<file path="src/rtl/core/mlr_pkg.sv">
`timescale 1ns / 1ps

package mlr_pkg;

	// Default coordinate width of the endpoints and of the emitted pixels.
	localparam int COORD_BITS_DEF = 12;

	// Octant group of the active line after the endpoints are ordered.
	typedef enum logic [1:0] {
		MODE_X_RISE  = 2'd0,
		MODE_Y_RISE  = 2'd1,
		MODE_X_FALL  = 2'd2,
		MODE_Y_FALL  = 2'd3
	} mode_t;

	// Item function codes.
	localparam logic FUNC_START = 1'b0;
	localparam logic FUNC_STEP  = 1'b1;

	// Control flags produced by the setup and step logic.
	typedef struct packed {
		mode_t mode;
		logic  last;
	} line_ctrl_t;

endpackage

</file>
<file path="src/rtl/core/mlr_if.sv">
`timescale 1ns / 1ps

// Input channel: one item is a start or a step command.
interface mlr_in_if #(
	parameter int COORD_BITS = mlr_pkg::COORD_BITS_DEF
);
	logic                         valid;
	logic                         ready;
	logic                         func;
	logic signed [COORD_BITS-1:0] x_start;
	logic signed [COORD_BITS-1:0] y_start;
	logic signed [COORD_BITS-1:0] x_end;
	logic signed [COORD_BITS-1:0] y_end;

	modport source (output valid, func, x_start, y_start, x_end, y_end, input ready);
	modport sink   (input valid, func, x_start, y_start, x_end, y_end, output ready);
endinterface

// Output channel: one item is one pixel result.
interface mlr_out_if #(
	parameter int COORD_BITS = mlr_pkg::COORD_BITS_DEF
);
	logic                         valid;
	logic                         ready;
	logic signed [COORD_BITS-1:0] pixel_x;
	logic signed [COORD_BITS-1:0] pixel_y;
	logic                         pixel_valid;
	logic                         last_pixel;

	modport source (output valid, pixel_x, pixel_y, pixel_valid, last_pixel, input ready);
	modport sink   (input valid, pixel_x, pixel_y, pixel_valid, last_pixel, output ready);
endinterface

</file>
<file path="src/rtl/core/mlr_setup.sv">
`timescale 1ns / 1ps

// Line setup: orders the endpoints, picks the mode and the starting decision value.
module mlr_setup #(
	parameter int COORD_BITS = mlr_pkg::COORD_BITS_DEF
) (
	input  logic signed [COORD_BITS-1:0] x_a,
	input  logic signed [COORD_BITS-1:0] y_a,
	input  logic signed [COORD_BITS-1:0] x_b,
	input  logic signed [COORD_BITS-1:0] y_b,
	output logic signed [COORD_BITS-1:0] cur_x,
	output logic signed [COORD_BITS-1:0] cur_y,
	output logic signed [COORD_BITS-1:0] major_end,
	output logic signed [COORD_BITS:0]   delta_x,
	output logic signed [COORD_BITS:0]   delta_y,
	output logic signed [COORD_BITS+2:0] decision,
	output mlr_pkg::line_ctrl_t          ctrl
);
	localparam int DLW = COORD_BITS + 1;
	localparam int DW  = COORD_BITS + 3;

	logic signed [DLW-1:0] raw_dx;
	logic signed [DLW-1:0] raw_dy;
	logic        [DLW-1:0] abs_dx;
	logic        [DLW-1:0] abs_dy;
	logic                  x_major;
	logic                  swap;
	logic signed [DLW-1:0] half_dx;
	logic signed [DLW-1:0] half_dy;
	logic signed [DW-1:0]  dx_e;
	logic signed [DW-1:0]  dy_e;
	logic signed [DW-1:0]  hdx_e;
	logic signed [DW-1:0]  hdy_e;

	// Raw deltas and their magnitudes pick the major axis.
	always_comb begin
		raw_dx  = {x_b[COORD_BITS-1], x_b} - {x_a[COORD_BITS-1], x_a};
		raw_dy  = {y_b[COORD_BITS-1], y_b} - {y_a[COORD_BITS-1], y_a};
		abs_dx  = raw_dx[DLW-1] ? DLW'(-raw_dx) : DLW'(raw_dx);
		abs_dy  = raw_dy[DLW-1] ? DLW'(-raw_dy) : DLW'(raw_dy);
		x_major = (abs_dy <= abs_dx);
		swap    = x_major ? (x_a > x_b) : (y_a > y_b);
	end

	// Ordered endpoints and deltas along an upward major axis.
	always_comb begin
		cur_x     = swap ? x_b : x_a;
		cur_y     = swap ? y_b : y_a;
		delta_x   = swap ? DLW'(-raw_dx) : raw_dx;
		delta_y   = swap ? DLW'(-raw_dy) : raw_dy;
		major_end = x_major ? (swap ? x_a : x_b) : (swap ? y_a : y_b);
		// The halved delta is the major one, which is never negative here.
		half_dx   = delta_x >>> 1;
		half_dy   = delta_y >>> 1;
		dx_e      = {{(DW-DLW){delta_x[DLW-1]}}, delta_x};
		dy_e      = {{(DW-DLW){delta_y[DLW-1]}}, delta_y};
		hdx_e     = {{(DW-DLW){half_dx[DLW-1]}}, half_dx};
		hdy_e     = {{(DW-DLW){half_dy[DLW-1]}}, half_dy};
	end

	// Mode and starting decision value.
	always_comb begin
		if (x_major) begin
			ctrl.last = (cur_x == major_end);
			if (!delta_y[DLW-1]) begin
				ctrl.mode = mlr_pkg::MODE_X_RISE;
				decision  = dy_e - hdx_e;
			end else begin
				ctrl.mode = mlr_pkg::MODE_X_FALL;
				decision  = dy_e + hdx_e;
			end
		end else begin
			ctrl.last = (cur_y == major_end);
			if (!delta_x[DLW-1]) begin
				ctrl.mode = mlr_pkg::MODE_Y_RISE;
				decision  = hdy_e - dx_e;
			end else begin
				ctrl.mode = mlr_pkg::MODE_Y_FALL;
				decision  = -hdy_e - dx_e;
			end
		end
	end

endmodule

</file>
<file path="src/rtl/core/mlr_step.sv">
`timescale 1ns / 1ps

// One midpoint step: decision test, position and decision update, end test.
module mlr_step #(
	parameter int COORD_BITS = mlr_pkg::COORD_BITS_DEF
) (
	input  logic signed [COORD_BITS-1:0] cur_x,
	input  logic signed [COORD_BITS-1:0] cur_y,
	input  logic signed [COORD_BITS-1:0] major_end,
	input  logic signed [COORD_BITS:0]   delta_x,
	input  logic signed [COORD_BITS:0]   delta_y,
	input  logic signed [COORD_BITS+2:0] decision,
	input  mlr_pkg::mode_t               mode,
	output logic signed [COORD_BITS-1:0] next_x,
	output logic signed [COORD_BITS-1:0] next_y,
	output logic signed [COORD_BITS+2:0] next_decision,
	output mlr_pkg::line_ctrl_t          ctrl
);
	localparam int DLW = COORD_BITS + 1;
	localparam int DW  = COORD_BITS + 3;

	logic signed [DW-1:0] dx_e;
	logic signed [DW-1:0] dy_e;

	always_comb begin
		dx_e = {{(DW-DLW){delta_x[DLW-1]}}, delta_x};
		dy_e = {{(DW-DLW){delta_y[DLW-1]}}, delta_y};
	end

	// Per-mode decision test and update.
	always_comb begin
		next_x        = cur_x;
		next_y        = cur_y;
		next_decision = decision;
		case (mode)
			mlr_pkg::MODE_X_RISE: begin
				if (decision[DW-1]) begin
					next_decision = decision + dy_e;
				end else begin
					next_decision = decision + dy_e - dx_e;
					next_y        = cur_y + COORD_BITS'(1);
				end
				next_x = cur_x + COORD_BITS'(1);
			end
			mlr_pkg::MODE_Y_RISE: begin
				if (decision <= 0) begin
					next_decision = decision + dy_e - dx_e;
					next_x        = cur_x + COORD_BITS'(1);
				end else begin
					next_decision = decision - dx_e;
				end
				next_y = cur_y + COORD_BITS'(1);
			end
			mlr_pkg::MODE_X_FALL: begin
				if (decision <= 0) begin
					next_decision = decision + dy_e + dx_e;
					next_y        = cur_y - COORD_BITS'(1);
				end else begin
					next_decision = decision + dy_e;
				end
				next_x = cur_x + COORD_BITS'(1);
			end
			mlr_pkg::MODE_Y_FALL: begin
				if (!decision[DW-1]) begin
					next_decision = decision - dy_e - dx_e;
					next_x        = cur_x - COORD_BITS'(1);
				end else begin
					next_decision = decision - dx_e;
				end
				next_y = cur_y + COORD_BITS'(1);
			end
			default: begin
				next_decision = decision;
			end
		endcase
	end

	// The line ends when the major coordinate reaches its endpoint.
	always_comb begin
		ctrl.mode = mode;
		ctrl.last = mode[0] ? (next_y >= major_end) : (next_x >= major_end);
	end

endmodule

</file>
<file path="src/rtl/core/midpoint_line_rasterizer.sv">
`timescale 1ns / 1ps
// Midpoint line rasterizer: one pixel result for every start or step item.
// An accepted item is held in the input register; when the result register is
// free, the setup/step logic writes its pixel into the result register.
// Throughput: 1 item per cycle while the output channel takes results, set by
// the setup/step logic that updates the line state between the two registers.
// Reset (arst_n low, asynchronous): both stages empty, line idle, state zero.
module midpoint_line_rasterizer #(
	parameter int COORD_BITS = mlr_pkg::COORD_BITS_DEF
) (
	input  logic           clk,
	input  logic           arst_n,
	mlr_in_if.sink         in_ch,
	mlr_out_if.source      out_ch
);
	localparam int DLW = COORD_BITS + 1;
	localparam int DW  = COORD_BITS + 3;

	// Input stage.
	logic                         valid_s1;
	logic                         func_s1;
	logic signed [COORD_BITS-1:0] x_start_s1;
	logic signed [COORD_BITS-1:0] y_start_s1;
	logic signed [COORD_BITS-1:0] x_end_s1;
	logic signed [COORD_BITS-1:0] y_end_s1;

	// Line state.
	logic signed [COORD_BITS-1:0] cur_x_q;
	logic signed [COORD_BITS-1:0] cur_y_q;
	logic signed [COORD_BITS-1:0] major_end_q;
	logic signed [DW-1:0]         decision_q;
	logic signed [DLW-1:0]        delta_x_q;
	logic signed [DLW-1:0]        delta_y_q;
	mlr_pkg::mode_t               mode_q;
	logic                         active_q;

	// Result register.
	logic                         out_valid_q;
	logic signed [COORD_BITS-1:0] pixel_x_q;
	logic signed [COORD_BITS-1:0] pixel_y_q;
	logic                         pixel_valid_q;
	logic                         last_pixel_q;

	// Setup and step results.
	logic signed [COORD_BITS-1:0] su_x;
	logic signed [COORD_BITS-1:0] su_y;
	logic signed [COORD_BITS-1:0] su_end;
	logic signed [DLW-1:0]        su_dx;
	logic signed [DLW-1:0]        su_dy;
	logic signed [DW-1:0]         su_dec;
	mlr_pkg::line_ctrl_t          su_ctrl;
	logic signed [COORD_BITS-1:0] st_x;
	logic signed [COORD_BITS-1:0] st_y;
	logic signed [DW-1:0]         st_dec;
	mlr_pkg::line_ctrl_t          st_ctrl;

	logic advance;
	logic in_fire;
	logic work;

	mlr_setup #(.COORD_BITS(COORD_BITS)) u_setup (
		.x_a       (x_start_s1),
		.y_a       (y_start_s1),
		.x_b       (x_end_s1),
		.y_b       (y_end_s1),
		.cur_x     (su_x),
		.cur_y     (su_y),
		.major_end (su_end),
		.delta_x   (su_dx),
		.delta_y   (su_dy),
		.decision  (su_dec),
		.ctrl      (su_ctrl)
	);

	mlr_step #(.COORD_BITS(COORD_BITS)) u_step (
		.cur_x         (cur_x_q),
		.cur_y         (cur_y_q),
		.major_end     (major_end_q),
		.delta_x       (delta_x_q),
		.delta_y       (delta_y_q),
		.decision      (decision_q),
		.mode          (mode_q),
		.next_x        (st_x),
		.next_y        (st_y),
		.next_decision (st_dec),
		.ctrl          (st_ctrl)
	);

	// Handshake: the input stage moves on whenever the result register is free.
	always_comb begin
		advance      = !out_valid_q || out_ch.ready;
		in_ch.ready  = !valid_s1 || advance;
		in_fire      = in_ch.valid && in_ch.ready;
		work         = valid_s1 && advance;
	end

	// Input stage control.
	always_ff @(posedge clk or negedge arst_n) begin
		if (!arst_n) begin
			valid_s1 <= 1'b0;
		end else if (in_fire) begin
			valid_s1 <= 1'b1;
		end else if (advance) begin
			valid_s1 <= 1'b0;
		end
	end

	// Input stage payload.
	always_ff @(posedge clk) begin
		if (in_fire) begin
			func_s1    <= in_ch.func;
			x_start_s1 <= in_ch.x_start;
			y_start_s1 <= in_ch.y_start;
			x_end_s1   <= in_ch.x_end;
			y_end_s1   <= in_ch.y_end;
		end
	end

	// Line state update.
	always_ff @(posedge clk or negedge arst_n) begin
		if (!arst_n) begin
			cur_x_q     <= '0;
			cur_y_q     <= '0;
			major_end_q <= '0;
			decision_q  <= '0;
			delta_x_q   <= '0;
			delta_y_q   <= '0;
			mode_q      <= mlr_pkg::MODE_X_RISE;
			active_q    <= 1'b0;
		end else if (work) begin
			if (func_s1 == mlr_pkg::FUNC_START) begin
				cur_x_q     <= su_x;
				cur_y_q     <= su_y;
				major_end_q <= su_end;
				decision_q  <= su_dec;
				delta_x_q   <= su_dx;
				delta_y_q   <= su_dy;
				mode_q      <= su_ctrl.mode;
				active_q    <= !su_ctrl.last;
			end else if (active_q) begin
				cur_x_q    <= st_x;
				cur_y_q    <= st_y;
				decision_q <= st_dec;
				active_q   <= !st_ctrl.last;
			end
		end
	end

	// Result register control.
	always_ff @(posedge clk or negedge arst_n) begin
		if (!arst_n) begin
			out_valid_q <= 1'b0;
		end else if (work) begin
			out_valid_q <= 1'b1;
		end else if (out_ch.ready) begin
			out_valid_q <= 1'b0;
		end
	end

	// Result register payload; a step on an idle line gives an empty item.
	always_ff @(posedge clk) begin
		if (work) begin
			if (func_s1 == mlr_pkg::FUNC_START) begin
				pixel_x_q     <= su_x;
				pixel_y_q     <= su_y;
				pixel_valid_q <= 1'b1;
				last_pixel_q  <= su_ctrl.last;
			end else if (active_q) begin
				pixel_x_q     <= st_x;
				pixel_y_q     <= st_y;
				pixel_valid_q <= 1'b1;
				last_pixel_q  <= st_ctrl.last;
			end else begin
				pixel_x_q     <= '0;
				pixel_y_q     <= '0;
				pixel_valid_q <= 1'b0;
				last_pixel_q  <= 1'b0;
			end
		end
	end

	// Output channel.
	always_comb begin
		out_ch.valid       = out_valid_q;
		out_ch.pixel_x     = pixel_x_q;
		out_ch.pixel_y     = pixel_y_q;
		out_ch.pixel_valid = pixel_valid_q;
		out_ch.last_pixel  = last_pixel_q;
	end

endmodule

</file>
<file path="src/flat_wrapper.sv">
// flat-port wrapper written by rule: the top's interface ports become plain ports
module midpoint_line_rasterizer_flat 
#(
	parameter int COORD_BITS = mlr_pkg::COORD_BITS_DEF
)
  (clk, arst_n, in_ch_valid, in_ch_func, in_ch_x_start, in_ch_y_start, in_ch_x_end, in_ch_y_end, in_ch_ready, out_ch_valid, out_ch_pixel_x, out_ch_pixel_y, out_ch_pixel_valid, out_ch_last_pixel, out_ch_ready);
  mlr_in_if #(.COORD_BITS(COORD_BITS)) in_ch_i ();
  mlr_out_if #(.COORD_BITS(COORD_BITS)) out_ch_i ();
  input  logic clk;
  input  logic arst_n;
  input wire logic [$bits(in_ch_i.valid)-1:0] in_ch_valid;
  input wire logic [$bits(in_ch_i.func)-1:0] in_ch_func;
  input wire logic [$bits(in_ch_i.x_start)-1:0] in_ch_x_start;
  input wire logic [$bits(in_ch_i.y_start)-1:0] in_ch_y_start;
  input wire logic [$bits(in_ch_i.x_end)-1:0] in_ch_x_end;
  input wire logic [$bits(in_ch_i.y_end)-1:0] in_ch_y_end;
  output wire logic [$bits(in_ch_i.ready)-1:0] in_ch_ready;
  output wire logic [$bits(out_ch_i.valid)-1:0] out_ch_valid;
  output wire logic [$bits(out_ch_i.pixel_x)-1:0] out_ch_pixel_x;
  output wire logic [$bits(out_ch_i.pixel_y)-1:0] out_ch_pixel_y;
  output wire logic [$bits(out_ch_i.pixel_valid)-1:0] out_ch_pixel_valid;
  output wire logic [$bits(out_ch_i.last_pixel)-1:0] out_ch_last_pixel;
  input wire logic [$bits(out_ch_i.ready)-1:0] out_ch_ready;
  assign in_ch_i.valid = in_ch_valid;
  assign in_ch_i.func = in_ch_func;
  assign in_ch_i.x_start = in_ch_x_start;
  assign in_ch_i.y_start = in_ch_y_start;
  assign in_ch_i.x_end = in_ch_x_end;
  assign in_ch_i.y_end = in_ch_y_end;
  assign in_ch_ready = in_ch_i.ready;
  assign out_ch_valid = out_ch_i.valid;
  assign out_ch_pixel_x = out_ch_i.pixel_x;
  assign out_ch_pixel_y = out_ch_i.pixel_y;
  assign out_ch_pixel_valid = out_ch_i.pixel_valid;
  assign out_ch_last_pixel = out_ch_i.last_pixel;
  assign out_ch_i.ready = out_ch_ready;
  midpoint_line_rasterizer #(.COORD_BITS(COORD_BITS)) u_core (.clk(clk), .arst_n(arst_n), .in_ch(in_ch_i), .out_ch(out_ch_i));
endmodule
</file>
<file path="config.mk">
export PLATFORM = sky130hd
export DESIGN_NAME = midpoint_line_rasterizer_flat
export DESIGN_NICKNAME = d
export VERILOG_FILES = /design/src/rtl/core/mlr_pkg.sv /design/src/rtl/core/mlr_if.sv /design/src/rtl/core/mlr_setup.sv /design/src/rtl/core/mlr_step.sv /design/src/rtl/core/midpoint_line_rasterizer.sv /design/src/flat_wrapper.sv
export SDC_FILE = /design/constraint.sdc
export NUM_CORES = 1
export LEC_CHECK = 0
export BUFFER_PORTS_ARGS = -buffer_cell sky130_fd_sc_hd__buf_4
export CORE_ASPECT_RATIO = 1.2
export CORE_MARGIN = 4
export CORE_UTILIZATION = 50
export CTS_CLUSTER_DIAMETER = 150
export DETAILED_ROUTE_END_ITERATION = 10
export PLACE_DENSITY = 0.67
export SLEW_MARGIN = 20
export SYNTH_ARGS = -nofsm -noshare
export SYNTH_HDL_FRONTEND = slang
export SYNTH_HIERARCHICAL = 1
export SYNTH_SLANG_ARGS = --single-unit
</file>
<file path="constraint.sdc">
create_clock -name clk -period 11 [get_ports clk]
set_clock_uncertainty 0.1 [all_clocks]
set_input_delay 0.55 -clock clk [delete_from_list [all_inputs] [get_ports clk]]
set_output_delay 0.55 -clock clk [all_outputs]
set_load 0.1 [all_outputs]
</file>
==> impl_metrics.json <==
{
  "status": "finished, final reports clean",
  "die_y_um": 212.7,
  "diodes": 0,
  "reg2reg_slack_ns": 1.69,
  "clock_insertion_delay_worst_skew_ns": 0.45,
  "critPathCapture": "u_core/decision_q[14]",
  "maxCapViolations": 0,
  "cp_slowest_cell": "xor2_1",
  "worstReg2RegEnd": "u_core/decision_q[14]",
  "num_rows": 74,
  "hpwl_mm": 39.87,
  "cp.arrival_ns": 9.54,
  "drive_gt1_frac": 0.1322,
  "grt_antenna_before_repair": 1,
  "h-tree-depth": 4,
  "postRouteAntennaNets": 0,
  "slew_headroom": 0.2761,
  "wl_mm": 49.95,
  "utilization": 0.5583,
  "cts_buffers": 17,
  "synth_area_sq_um": 17470,
  "period_share": 0.8464,
  "routed-via-count": 15114,
  "drc": 0,
  "grt_max_degree": 94,
  "cpPeakStageDelay_ns": 0.68,
  "syn-instance-count": 2033,
  "hold_slack_ns": 0.1694,
  "period_needed_ns": 9.310,
  "synth.avg_cell_area_sq_um": 8.592,
  "synth_fp_nets": 2303,
  "grt_pass1_vias": 14619,
  "top_register": "u_core/decision_q",
  "worstPathBufferInverterCount": 2,
  "yosysWarnings": 6,
  "io_pins": 81,
  "path_depth": 32,
  "cts-root-buf": "clkbuf_16",
  "critPathLaunch": "u_core/y_start_s1[0]",
  "chipWidth_um": 178.6,
  "die_area_sq_um": 38000,
  "cts_tree": "done",
  "cts.reportedPaths.clkPinSlew_ns": 0.08,
  "setup-tns-final_ns": 0,
  "cts_num_sinks": 157,
  "hold_viol_final": 0,
  "cts_buffer_depth": 2,
  "tightest_slew_ns": 1.086,
  "port_buffers": 80,
  "critPathKind": "reg -> reg",
  "grt-ovfl-total": 0,
  "core_sq_um": 34260,
  "grt_pass1_wl_mm": 78.61,
  "syn2layout_area_growth_pct": 9.506,
  "setup_viol": 0,
  "critPathCaptureType": "flop",
  "nets": 2360,
  "report.final.slew_viol_count": 0,
  "drtIter0Drc": 1269,
  "path_delay_family": "compound AO/OA/AOI/OAI gates",
  "timing.rr.start": "u_core/y_start_s1[0]",
  "drtPass1Iterations": 7,
  "place.gp.congestion": 0.9521,
  "critPathLaunchType": "flop",
  "vias_per_cell": 5.906,
  "initial_core_util": 0.5099,
  "largest_reg_flops": 15,
  "wl_per_cell_um": 19.52,
  "reg2regPathDepth": 32,
  "fmax_mhz": 107.4,
  "hp-class": "in -> reg",
  "crit_fanout": 56,
  "largestRegisters": "u_core/decision_q (15), u_core/delta_x_q (13), u_core/delta_y_q (13)",
  "rsz0062_at_grt": "no",
  "cp_data_required_time_ns": 11.23,
  "grt.total_usage": 0.2628
}
-- how the worst min path moves through the flow --
stage,slack (ns),endpoint,cells past startpoint,startpoint
detailed placement,0.30,u_core/delta_y_q[3],1,arst_n
CTS,0.15,u_core/x_end_s1[2],1,in_ch_x_end[2]
global placement,0.30,u_core/delta_y_q[4],1,arst_n
global route,0.15,u_core/x_end_s1[3],1,in_ch_x_end[3]
finish,0.17,u_core/x_end_s1[3],1,in_ch_x_end[3]
floorplan,0.15,u_core/active_q,0,arst_n
-- cell usage in the layout, fill, tap and decap left out, drive strengths merged, types with 34 or more instances in the layout --
master and n:
nand2 196, ha 195, inv 186, o21ai 168, nor2 155, a21oi 143, xnor2 126, buf 100
mux2 97, dfrtp 82, edfxtp 75, xor2 68, nand3 37, nor3 34
-- area by class of cell --
type	instances	area, sq um
Inverter	182	683.2
Fill cell	3182	15130
Clock inverter	15	200.2
Timing Repair Buffer	101	760.7
Clock buffer	17	425.4
Sequential cell	157	4304
Tap cell	456	570.5
Multi-Input combinational cell	1631	12180
-- per-layer routing --
layer | global-route usage | vias up | wire (um)
met5 | 0 | - | 8
met4 | 0.08843 | 2 | 1632
met3 | 0.03489 | 78 | 2424
met2 | 0.4403 | 425 | 23820
met1 | 0.3515 | 7274 | 22070
li1 | - | 7335 | -
-- repair_timing --
action	in CTS	in global routing
endpoints found under the setup margin	0	0
buffers inserted	0	0
resized for setup	0	0
hold buffers	1	0
hold endpoints to repair	12	0
-- through the flow --
| stage | cells | worst slack (ns) | cell area [sq um] |
|---|---|---|---|
| floorplan | 2033 | 2.376 | 17470 |
| detailed placement | 2526 | 1.774 | 18490 |
| CTS | 2559 | 1.735 | 19130 |
| global route | 2559 | 0.8856 | 19130 |
| finish | 2559 | 1.690 | 19130 |
| global placement | 2526 | 1.966 | 18490 |
-- worst reg2reg max path: cells and delay by family, from the launching register on --
family | cells | cell delay [ns]
AOI/OAI and AO/OA | 11 | 2.62
adders and majority gates | 4 | 1.32
xor gates and xnor gates | 3 | 0.94
and+or+nand+nor | 9 | 2.18
DFF | 1 | 0.42
buffers and inverters | 2 | 0.62
muxes | 3 | 1.01
Power is not shown: default switching activity piles up to over one toggle a cycle in this logic, so the estimate is an artifact.
